$ cat src/rtl/core/mstt_pkg.sv
// ----------------------------------------------------------------------------
// mstt_pkg
// Shared types, constants and helpers of the multi-slot task timer.
// ----------------------------------------------------------------------------
package mstt_pkg;

    localparam int SLOTS     = 16;
    localparam int TIME_BITS = 48;
    localparam int ID_BITS   = 16;
    localparam int SLOT_W    = $clog2(SLOTS);

    localparam logic [2:0] OP_AT     = 3'd0;
    localparam logic [2:0] OP_DELAY  = 3'd1;
    localparam logic [2:0] OP_EVERY  = 3'd2;
    localparam logic [2:0] OP_CANCEL = 3'd3;
    localparam logic [2:0] OP_TICK   = 3'd4;

    localparam logic [2:0] EV_SCHEDULED = 3'd0;
    localparam logic [2:0] EV_FULL      = 3'd1;
    localparam logic [2:0] EV_FOUND     = 3'd2;
    localparam logic [2:0] EV_MISSING   = 3'd3;
    localparam logic [2:0] EV_RUN       = 3'd4;
    localparam logic [2:0] EV_CLEANUP   = 3'd5;
    localparam logic [2:0] EV_TICK_DONE = 3'd6;

    typedef logic [TIME_BITS-1:0] time_t;
    typedef logic [ID_BITS-1:0]   id_t;

    typedef struct packed {
        logic [2:0]  opcode;
        logic [47:0] time_value;
        logic [47:0] now_time;
        logic [15:0] task_id;
        logic        has_cleanup;
        logic        run_immediately;
        logic        skip_if_late;
    } in_t;

    typedef struct packed {
        logic [2:0]  event_kind;
        logic [15:0] event_id;
        logic [47:0] next_deadline;
        logic        has_deadline;
        logic        last;
    } out_t;

    typedef enum logic [1:0] {
        JOB_ADD,
        JOB_CANCEL,
        JOB_TICK
    } job_kind_t;

    typedef struct packed {
        job_kind_t kind;
        time_t     next_run;
        time_t     interval;
        time_t     now;
        id_t       tid;
        logic      skip;
        logic      cleanup;
    } job_t;

    function automatic time_t sat_add(input time_t a, input time_t b);
        logic [TIME_BITS:0] s;
        s = {1'b0, a} + {1'b0, b};
        if (s[TIME_BITS]) begin
            return '1;
        end
        return s[TIME_BITS-1:0];
    endfunction

endpackage

$ cat src/rtl/core/multi_slot_task_timer_top.sv
// ----------------------------------------------------------------------------
// multi_slot_task_timer_top
// Sixteen-slot one-shot and periodic timer table with tick-driven run events.
// ----------------------------------------------------------------------------
// s_ channel: one transfer per command (schedule at time, after delay, every
// interval, cancel, tick). Unknown opcodes are taken and dropped.
// m_ channel: result events, last set on the final event of each command.
// A two-entry job queue sits between the input side and the slot sequencer,
// so commands are taken while the sequencer works or the receiver stalls.
// Cancel searches the slots in order until the id matches; tick walks every
// slot, with a cleanup step for each freed one-shot slot that has cleanup
// and an update step for each due periodic slot; a due periodic slot with
// skip-if-late first waits on the one-bit-per-cycle remainder unit.
// Items are worked on one at a time by the sequencer.
// A stalled receiver holds the sequencer at its next event; nothing is lost.
// Reset (aresetn low, synchronous) clears all slots, the id counter, the
// queue and the output valid flag.
// ----------------------------------------------------------------------------
module multi_slot_task_timer_top (
    input  logic           aclk,
    input  logic           aresetn,
    input  logic           s_valid,
    output logic           s_ready,
    input  mstt_pkg::in_t  s_data,
    output logic           m_valid,
    input  logic           m_ready,
    output mstt_pkg::out_t m_data
);

    logic           q_full;
    logic           q_push;
    logic           q_pop;
    logic           q_valid;
    mstt_pkg::job_t push_job;
    mstt_pkg::job_t head_job;

    mstt_front u_front (
        .s_valid (s_valid),
        .s_ready (s_ready),
        .s_data  (s_data),
        .q_full  (q_full),
        .q_push  (q_push),
        .q_job   (push_job)
    );

    mstt_queue u_queue (
        .aclk      (aclk),
        .aresetn   (aresetn),
        .push      (q_push),
        .push_job  (push_job),
        .full      (q_full),
        .pop       (q_pop),
        .not_empty (q_valid),
        .head      (head_job)
    );

    mstt_back u_back (
        .aclk    (aclk),
        .aresetn (aresetn),
        .q_valid (q_valid),
        .q_job   (head_job),
        .q_pop   (q_pop),
        .m_valid (m_valid),
        .m_ready (m_ready),
        .m_data  (m_data)
    );

endmodule

$ cat src/rtl/core/mstt_front.sv
// ----------------------------------------------------------------------------
// mstt_front
// Takes input transfers, drops unknown opcodes and turns the rest into jobs.
// ----------------------------------------------------------------------------
module mstt_front (
    input  logic              s_valid,
    output logic              s_ready,
    input  mstt_pkg::in_t     s_data,
    input  logic              q_full,
    output logic              q_push,
    output mstt_pkg::job_t    q_job
);

    mstt_pkg::time_t tv;
    mstt_pkg::time_t now;
    mstt_pkg::time_t later;
    logic            known;

    assign tv      = s_data.time_value;
    assign now     = s_data.now_time;
    assign later   = mstt_pkg::sat_add(now, tv);
    assign s_ready = !q_full;
    assign known   = s_data.opcode <= mstt_pkg::OP_TICK;
    assign q_push  = s_valid && !q_full && known;

    always_comb begin
        q_job          = '0;
        q_job.now      = now;
        q_job.tid      = s_data.task_id;
        q_job.cleanup  = s_data.has_cleanup;
        q_job.kind     = mstt_pkg::JOB_ADD;
        unique case (s_data.opcode)
            mstt_pkg::OP_AT: begin
                q_job.next_run = tv;
            end
            mstt_pkg::OP_DELAY: begin
                q_job.next_run = later;
            end
            mstt_pkg::OP_EVERY: begin
                q_job.next_run = s_data.run_immediately ? now : later;
                q_job.interval = tv;
                q_job.skip     = s_data.skip_if_late;
            end
            mstt_pkg::OP_CANCEL: begin
                q_job.kind = mstt_pkg::JOB_CANCEL;
            end
            default: begin
                q_job.kind = mstt_pkg::JOB_TICK;
            end
        endcase
    end

endmodule

$ cat src/rtl/core/mstt_queue.sv
// ----------------------------------------------------------------------------
// mstt_queue
// Two-entry job queue between the front and the back.
// ----------------------------------------------------------------------------
module mstt_queue (
    input  logic           aclk,
    input  logic           aresetn,
    input  logic           push,
    input  mstt_pkg::job_t push_job,
    output logic           full,
    input  logic           pop,
    output logic           not_empty,
    output mstt_pkg::job_t head
);

    mstt_pkg::job_t mem_reg [2];
    logic           wr_reg;
    logic           rd_reg;
    logic [1:0]     count_reg;

    assign full      = count_reg == 2'd2;
    assign not_empty = count_reg != 2'd0;
    assign head      = mem_reg[rd_reg];

    always_ff @(posedge aclk) begin
        if (!aresetn) begin
            wr_reg    <= 1'b0;
            rd_reg    <= 1'b0;
            count_reg <= 2'd0;
        end else begin
            if (push) begin
                mem_reg[wr_reg] <= push_job;
                wr_reg          <= !wr_reg;
            end
            if (pop) begin
                rd_reg <= !rd_reg;
            end
            unique case ({push, pop})
                2'b10:   count_reg <= count_reg + 2'd1;
                2'b01:   count_reg <= count_reg - 2'd1;
                default: count_reg <= count_reg;
            endcase
        end
    end

endmodule

$ cat src/rtl/core/mstt_div.sv
// ----------------------------------------------------------------------------
// mstt_div
// Restoring remainder unit, one dividend bit per cycle.
// ----------------------------------------------------------------------------
module mstt_div (
    input  logic            aclk,
    input  logic            aresetn,
    input  logic            start,
    input  mstt_pkg::time_t dividend,
    input  mstt_pkg::time_t divisor,
    output logic            done,
    output mstt_pkg::time_t remainder
);

    localparam int CNT_W = $clog2(mstt_pkg::TIME_BITS + 1);

    logic [mstt_pkg::TIME_BITS:0]   rem_reg;
    mstt_pkg::time_t                dvd_reg;
    mstt_pkg::time_t                dsr_reg;
    logic [CNT_W-1:0]               cnt_reg;
    logic                           busy_reg;
    logic                           done_reg;
    logic [mstt_pkg::TIME_BITS:0]   trial;
    logic [mstt_pkg::TIME_BITS:0]   diff;

    assign trial     = {rem_reg[mstt_pkg::TIME_BITS-1:0], dvd_reg[mstt_pkg::TIME_BITS-1]};
    assign diff      = trial - {1'b0, dsr_reg};
    assign done      = done_reg;
    assign remainder = rem_reg[mstt_pkg::TIME_BITS-1:0];

    always_ff @(posedge aclk) begin
        if (!aresetn) begin
            busy_reg <= 1'b0;
            done_reg <= 1'b0;
            cnt_reg  <= '0;
        end else begin
            done_reg <= 1'b0;
            if (start) begin
                busy_reg <= 1'b1;
                cnt_reg  <= '0;
                rem_reg  <= '0;
                dvd_reg  <= dividend;
                dsr_reg  <= divisor;
            end else if (busy_reg) begin
                rem_reg <= diff[mstt_pkg::TIME_BITS] ? trial : diff;
                dvd_reg <= {dvd_reg[mstt_pkg::TIME_BITS-2:0], 1'b0};
                cnt_reg <= cnt_reg + CNT_W'(1);
                if (cnt_reg == CNT_W'(mstt_pkg::TIME_BITS - 1)) begin
                    busy_reg <= 1'b0;
                    done_reg <= 1'b1;
                end
            end
        end
    end

endmodule

$ cat src/rtl/core/mstt_back.sv
// ----------------------------------------------------------------------------
// mstt_back
// Slot table and sequencer: schedules, cancels and walks the slots on tick.
// ----------------------------------------------------------------------------
module mstt_back (
    input  logic           aclk,
    input  logic           aresetn,
    input  logic           q_valid,
    input  mstt_pkg::job_t q_job,
    output logic           q_pop,
    output logic           m_valid,
    input  logic           m_ready,
    output mstt_pkg::out_t m_data
);

    typedef enum logic [3:0] {
        ST_IDLE,
        ST_ADD,
        ST_CANCEL_SCAN,
        ST_CANCEL_CLEAN,
        ST_CANCEL_FOUND,
        ST_CANCEL_MISS,
        ST_TICK_CHECK,
        ST_TICK_CLEAN,
        ST_TICK_DIV,
        ST_TICK_UPD,
        ST_TICK_DONE
    } state_t;

    localparam logic [mstt_pkg::SLOT_W-1:0] LAST_IDX = mstt_pkg::SLOT_W'(mstt_pkg::SLOTS - 1);

    state_t                      state_reg;
    mstt_pkg::job_t              job_reg;
    logic [mstt_pkg::SLOT_W-1:0] idx_reg;
    logic [mstt_pkg::SLOTS-1:0]  act_reg;
    mstt_pkg::id_t               id_reg    [mstt_pkg::SLOTS];
    mstt_pkg::time_t             nr_reg    [mstt_pkg::SLOTS];
    mstt_pkg::time_t             iv_reg    [mstt_pkg::SLOTS];
    logic                        skip_reg  [mstt_pkg::SLOTS];
    logic                        clean_reg [mstt_pkg::SLOTS];
    mstt_pkg::id_t               id_counter_reg;
    mstt_pkg::time_t             best_reg;
    logic                        any_reg;
    mstt_pkg::time_t             base_reg;
    logic                        out_valid_reg;
    mstt_pkg::out_t              out_reg;

    logic [mstt_pkg::SLOT_W-1:0] free_idx;
    logic                        full;
    logic                        out_free;
    mstt_pkg::id_t               cur_id;
    mstt_pkg::time_t             cur_nr;
    mstt_pkg::time_t             cur_iv;
    mstt_pkg::time_t             upd_nr;
    logic                        div_start;
    logic                        div_done;
    mstt_pkg::time_t             div_rem;

    assign m_valid  = out_valid_reg;
    assign m_data   = out_reg;
    assign out_free = !out_valid_reg || m_ready;
    assign q_pop    = state_reg == ST_IDLE && q_valid;
    assign cur_id   = id_reg[idx_reg];
    assign cur_nr   = nr_reg[idx_reg];
    assign cur_iv   = iv_reg[idx_reg];
    assign upd_nr   = mstt_pkg::sat_add(base_reg, cur_iv);

    assign div_start = state_reg == ST_TICK_CHECK && act_reg[idx_reg] && cur_nr <= job_reg.now
                       && out_free && cur_iv != '0 && skip_reg[idx_reg];

    // lowest free slot
    always_comb begin
        free_idx = '0;
        full     = 1'b1;
        for (int i = mstt_pkg::SLOTS - 1; i >= 0; i--) begin
            if (!act_reg[i]) begin
                free_idx = mstt_pkg::SLOT_W'(i);
                full     = 1'b0;
            end
        end
    end

    mstt_div u_div (
        .aclk      (aclk),
        .aresetn   (aresetn),
        .start     (div_start),
        .dividend  (job_reg.now - cur_nr),
        .divisor   (cur_iv),
        .done      (div_done),
        .remainder (div_rem)
    );

    function automatic mstt_pkg::out_t make_ev(input logic [2:0] kind, input mstt_pkg::id_t id,
                                              input mstt_pkg::time_t dl, input logic has,
                                              input logic last);
        mstt_pkg::out_t r;
        r.event_kind    = kind;
        r.event_id      = id;
        r.next_deadline = dl;
        r.has_deadline  = has;
        r.last          = last;
        return r;
    endfunction

    always_ff @(posedge aclk) begin
        if (!aresetn) begin
            state_reg      <= ST_IDLE;
            act_reg        <= '0;
            id_counter_reg <= '0;
            out_valid_reg  <= 1'b0;
            idx_reg        <= '0;
        end else begin
            if (out_valid_reg && m_ready) begin
                out_valid_reg <= 1'b0;
            end
            unique case (state_reg)
                ST_IDLE: begin
                    if (q_valid) begin
                        job_reg  <= q_job;
                        idx_reg  <= '0;
                        best_reg <= '1;
                        any_reg  <= 1'b0;
                        unique case (q_job.kind)
                            mstt_pkg::JOB_ADD:    state_reg <= ST_ADD;
                            mstt_pkg::JOB_CANCEL: state_reg <= ST_CANCEL_SCAN;
                            default:              state_reg <= ST_TICK_CHECK;
                        endcase
                    end
                end
                ST_ADD: begin
                    if (out_free) begin
                        out_valid_reg <= 1'b1;
                        state_reg     <= ST_IDLE;
                        if (full) begin
                            out_reg <= make_ev(mstt_pkg::EV_FULL, '0, '0, 1'b0, 1'b1);
                        end else begin
                            out_reg <= make_ev(mstt_pkg::EV_SCHEDULED, id_counter_reg, '0,
                                               1'b0, 1'b1);
                            act_reg[free_idx]   <= 1'b1;
                            id_reg[free_idx]    <= id_counter_reg;
                            nr_reg[free_idx]    <= job_reg.next_run;
                            iv_reg[free_idx]    <= job_reg.interval;
                            skip_reg[free_idx]  <= job_reg.skip;
                            clean_reg[free_idx] <= job_reg.cleanup;
                            id_counter_reg      <= id_counter_reg + 1'b1;
                        end
                    end
                end
                ST_CANCEL_SCAN: begin
                    if (act_reg[idx_reg] && cur_id == job_reg.tid) begin
                        act_reg[idx_reg] <= 1'b0;
                        state_reg <= clean_reg[idx_reg] ? ST_CANCEL_CLEAN : ST_CANCEL_FOUND;
                    end else if (idx_reg == LAST_IDX) begin
                        state_reg <= ST_CANCEL_MISS;
                    end else begin
                        idx_reg <= idx_reg + 1'b1;
                    end
                end
                ST_CANCEL_CLEAN: begin
                    if (out_free) begin
                        out_valid_reg <= 1'b1;
                        out_reg   <= make_ev(mstt_pkg::EV_CLEANUP, job_reg.tid, '0, 1'b0, 1'b0);
                        state_reg <= ST_CANCEL_FOUND;
                    end
                end
                ST_CANCEL_FOUND: begin
                    if (out_free) begin
                        out_valid_reg <= 1'b1;
                        out_reg   <= make_ev(mstt_pkg::EV_FOUND, job_reg.tid, '0, 1'b0, 1'b1);
                        state_reg <= ST_IDLE;
                    end
                end
                ST_CANCEL_MISS: begin
                    if (out_free) begin
                        out_valid_reg <= 1'b1;
                        out_reg   <= make_ev(mstt_pkg::EV_MISSING, job_reg.tid, '0, 1'b0, 1'b1);
                        state_reg <= ST_IDLE;
                    end
                end
                ST_TICK_CHECK: begin
                    if (!act_reg[idx_reg]) begin
                        if (idx_reg == LAST_IDX) begin
                            state_reg <= ST_TICK_DONE;
                        end else begin
                            idx_reg <= idx_reg + 1'b1;
                        end
                    end else if (cur_nr > job_reg.now) begin
                        any_reg <= 1'b1;
                        if (cur_nr < best_reg) begin
                            best_reg <= cur_nr;
                        end
                        if (idx_reg == LAST_IDX) begin
                            state_reg <= ST_TICK_DONE;
                        end else begin
                            idx_reg <= idx_reg + 1'b1;
                        end
                    end else if (out_free) begin
                        out_valid_reg <= 1'b1;
                        out_reg <= make_ev(mstt_pkg::EV_RUN, cur_id, '0, 1'b0, 1'b0);
                        if (cur_iv == '0) begin
                            // one-shot: free the slot
                            act_reg[idx_reg] <= 1'b0;
                            if (clean_reg[idx_reg]) begin
                                state_reg <= ST_TICK_CLEAN;
                            end else if (idx_reg == LAST_IDX) begin
                                state_reg <= ST_TICK_DONE;
                            end else begin
                                idx_reg <= idx_reg + 1'b1;
                            end
                        end else if (skip_reg[idx_reg]) begin
                            state_reg <= ST_TICK_DIV;
                        end else begin
                            base_reg  <= cur_nr;
                            state_reg <= ST_TICK_UPD;
                        end
                    end
                end
                ST_TICK_CLEAN: begin
                    if (out_free) begin
                        out_valid_reg <= 1'b1;
                        out_reg <= make_ev(mstt_pkg::EV_CLEANUP, cur_id, '0, 1'b0, 1'b0);
                        if (idx_reg == LAST_IDX) begin
                            state_reg <= ST_TICK_DONE;
                        end else begin
                            idx_reg   <= idx_reg + 1'b1;
                            state_reg <= ST_TICK_CHECK;
                        end
                    end
                end
                ST_TICK_DIV: begin
                    // last run not after now: now minus (now - run) mod interval
                    if (div_done) begin
                        base_reg  <= job_reg.now - div_rem;
                        state_reg <= ST_TICK_UPD;
                    end
                end
                ST_TICK_UPD: begin
                    nr_reg[idx_reg] <= upd_nr;
                    any_reg         <= 1'b1;
                    if (upd_nr < best_reg) begin
                        best_reg <= upd_nr;
                    end
                    if (idx_reg == LAST_IDX) begin
                        state_reg <= ST_TICK_DONE;
                    end else begin
                        idx_reg   <= idx_reg + 1'b1;
                        state_reg <= ST_TICK_CHECK;
                    end
                end
                ST_TICK_DONE: begin
                    if (out_free) begin
                        out_valid_reg <= 1'b1;
                        out_reg <= make_ev(mstt_pkg::EV_TICK_DONE, '0,
                                           any_reg ? best_reg : '0, any_reg, 1'b1);
                        state_reg <= ST_IDLE;
                    end
                end
                default: begin
                    state_reg <= ST_IDLE;
                end
            endcase
        end
    end

endmodule

$ cat config.mk
export PLATFORM = sky130hd
export DESIGN_NAME = multi_slot_task_timer_top
export DESIGN_NICKNAME = d
export VERILOG_FILES = /design/src/rtl/core/mstt_pkg.sv /design/src/rtl/core/multi_slot_task_timer_top.sv /design/src/rtl/core/mstt_front.sv /design/src/rtl/core/mstt_queue.sv /design/src/rtl/core/mstt_div.sv /design/src/rtl/core/mstt_back.sv
export SDC_FILE = /design/constraint.sdc
export NUM_CORES = 2
export LEC_CHECK = 0
export BUFFER_PORTS_ARGS = -buffer_cell sky130_fd_sc_hd__buf_2
export CAP_MARGIN = 20
export CORE_UTILIZATION = 51
export DETAILED_ROUTE_END_ITERATION = 6
export PLACE_DENSITY = 0.67
export SYNTH_ARGS = -nofsm -noshare
export SYNTH_HDL_FRONTEND = slang
export SYNTH_SLANG_ARGS = --single-unit
$ cat constraint.sdc
create_clock -name aclk -period 21 [get_ports aclk]
set_input_delay 3.15 -clock aclk [delete_from_list [all_inputs] [get_ports aclk]]
set_output_delay 3.15 -clock aclk [all_outputs]
set_load 0.01 [all_outputs]
==> impl_metrics.toml <==
[sta]
slew_headroom_pct = 22.2
fin_setup_tns_ns = 0
finalClockSkew_ns = 0.109
hold_viol_final = 0
final-max-slew-violation-count = 0
fmax_ghz = 0.0969
rsz0062_at_grt = "false"
setup_violations = 0
fin_ws_ns = 10.68
whs_ns = 0.512
min_period_ns = 10.32
period_share_pct = 49.2
max_slew.worst_pin.slew_ns = 1.17

[floorplanning]
dieWidth_um = 484
io_pins = 193
start_util_pct = 51.4
std_cell_rows = 176
die_height_um = 484
die_area_um2 = 234000
coreArea_um2 = 231000

[finish]
drive_gt1_share_pct = 21.0
multi_input_area_um2 = 36400
fin_util_pct = 57.7
areaGrowthSynthToFinish_pct = 12.2
final_nets = 8085
fillCellCount = 17300
regArea_um2 = 80000

[cts]
numCtsBuffers = 293
clockBufferDepth = 4
clkSinkCount = 2682
cts_resized = 0
cts_root_buf = "clkbuf_16"
post-cts-setup-buffer-count = 0
clk_pin_slew_worst_paths_ns = 0.06
cts-hold-fix-buffers = 0
cts_tree = "yes"
htreeDepth = 5
clock_latency_ns = 0.98

[synth]
synth.area.top_cells = "edfxtp_1 66%, mux4_2 11%, ha_1 3.6%, mux2_2 2.0%, a21oi_1 1.7%"
ys.flop_type = "edfxtp_1"
synth.top_cells.by_count = "2624 x edfxtp_1, 567 x mux4_2, 397 x a21oi_1"
synthDistinctLibCells = 81
ys_warn_count = 0
ys_async_sr_fraction_pct = 0
synth_edf_count = 2624
syn_inst = 7273
yosysMostFrequentCell = "edfxtp_1"
avgSynthCellArea_um2 = 16.3
syn_nets = 7740
ys_seq_elements = 2682
yosys.area.top_type = "edfxtp_1"
synth_area_um2 = 119000
synth_top_area_share_pct = 66.5
ys_seq_area_share_pct = 67.4

[detailed_routing]
via_count = 69500
wire_per_inst_um = 32.0
drt_iter0_markers = 8236
ant_nets = 0
dr.pass1.iters = 7
drt-total-wl_mm = 348
drt-vias-per-instance = 6.39
route.detailed.drc = 7

[critical_path]
cp_max_fo = 93
cp-start-kind = "register"
slowest_stage = "dfxtp_4"
rr_worst_depth = 31
cp.arrival_ns = 10.90
slowest_delay_ns = 0.88
crit_required_ns = 21.57
r2r_setup_slack_ns = 10.68
critPathBufInv = 5
reg2reg_to = "u_back.best_reg[14]"
timing.critical_path.max_delay_family = "compound AO/OA/AOI/OAI gates"
critical_path_class = "register to register"
end_kind = "register"

[pwr]
pwr-share-comb_pct = 23.5
total_power_uw = 15000
ir_drop_mv = 0.0895
seq_power_share_pct = 43.6
powerDensity_nw_per_um2 = 113
pwr-share-clk_pct = 32.9
p_int_uw = 10500
swShare_pct = 30.1
power_switching_uw = 4520
p_leak_uw = 0.0460

[hold_path]
min_to = "u_queue.count_reg[1]"
min_path_type = "register to register"
hold_depth = 2
min_from = "u_queue.count_reg[1]"

[grt]
grt_pass1_vias = 67300
grt_max_degree = 119
grt-ovfl-total = 0
grt_pass1_wl_mm = 493
track_usage_pct = 29.5
antenna_found_initial = 34

[place]
gp_congestion = 0.983
place_hpwl_mm = 229
portBuffers = 192
dp_slack_ns = 10.66

[outcome]
outcome = "finished, violations left"
violations = "design-rule violations"

[flow_run]
drv_cap = 0
-- power by group through the flow --
stage          logic [µW]  registers [µW]  clock network, µW
4_1_cts              3500            6550               5000
5_1_grt              3760            6560               5210
2_1_floorplan        2300            6530                  0
6_report             3540            6550               4950
3_5_place_dp         3490            6660                  0
3_3_place_gp         3470            6650                  0
-- cells in the final DEF, fill, tap and decap left out, types with 93 or more instances in the layout --
| cell type | count |
|---|---|
| edfxtp_1 | 2624 |
| mux4_2 | 567 |
| a21oi_1 | 394 |
| o21ai_0 | 350 |
| ha_1 | 340 |
| nor2_1 | 323 |
| inv_1 | 318 |
| nand2_1 | 299 |
| clkbuf_16 | 299 |
| mux2_2 | 208 |
| buf_2 | 192 |
| a21o_1 | 185 |
| buf_4 | 175 |
| xnor2_1 | 147 |
| xor2_1 | 95 |
| nand3_1 | 93 |
-- cell families after synthesis --
| group | share of synthesized area [%] |
|---|---|
| AO/OA/AOI/OAI | 6.96 |
| XOR/XNOR | 1.80 |
| adder cells (fa/ha/maj) | 3.67 |
| buffers and inverters | 2.16 |
| flip-flops | 67.4 |
| multiplexers | 12.9 |
| AND/OR/NAND/NOR | 5.09 |
-- stage by stage --
step           std cells  area, µm²
2_1_floorplan       7273     119000
3_3_place_gp       10300     124000
3_5_place_dp       10300     124000
4_1_cts            10900     133000
5_1_grt            10900     133000
6_report           10900     133000
-- worst min-delay path, stage by stage (launching register included) --
cell	delay (ns)
dfxtp_1	0.33
o21ai_0	0.08
a21oi_1	0.06
-- how the worst max path moves through the flow --
stage | startpoint | endpoint | slack, ns | cells after the start
finish | register | u_back.best_reg[14] | 10.68 | 31
global route | register | u_back.best_reg[14] | 9.94 | 31
CTS | register | u_back.best_reg[12] | 10.59 | 31
detailed placement | register | u_back.best_reg[7] | 10.66 | 31
global placement | register | u_back.best_reg[4] | 10.56 | 31
floorplan | s_data[115] | u_queue.mem_reg[0][0] | 5.41 | 4
-- layout make-up --
class                      count  share of cell area (%)
antenna                       17                  0.0320
clock buffer                 352                    5.78
clock inverter               152                    1.06
inverter                     321                   0.906
multi-input combinational   3944                    27.4
sequential                  2682                    60.1
tap                         3026                    2.85
timing repair buffer         376                    1.82
-- routing by layer --
layer | vias up | share of wire [%] | global-route usage (%)
met2 | 3485 | 47 | 46.3
li1 | 29500 | - | -
met4 | 4 | 3.7 | 10.6
met3 | 494 | 8.5 | 4.77
met1 | 36000 | 41 | 42.0
met5 | - | 0.0095 | 0
(Power assumes the default switching activity.)
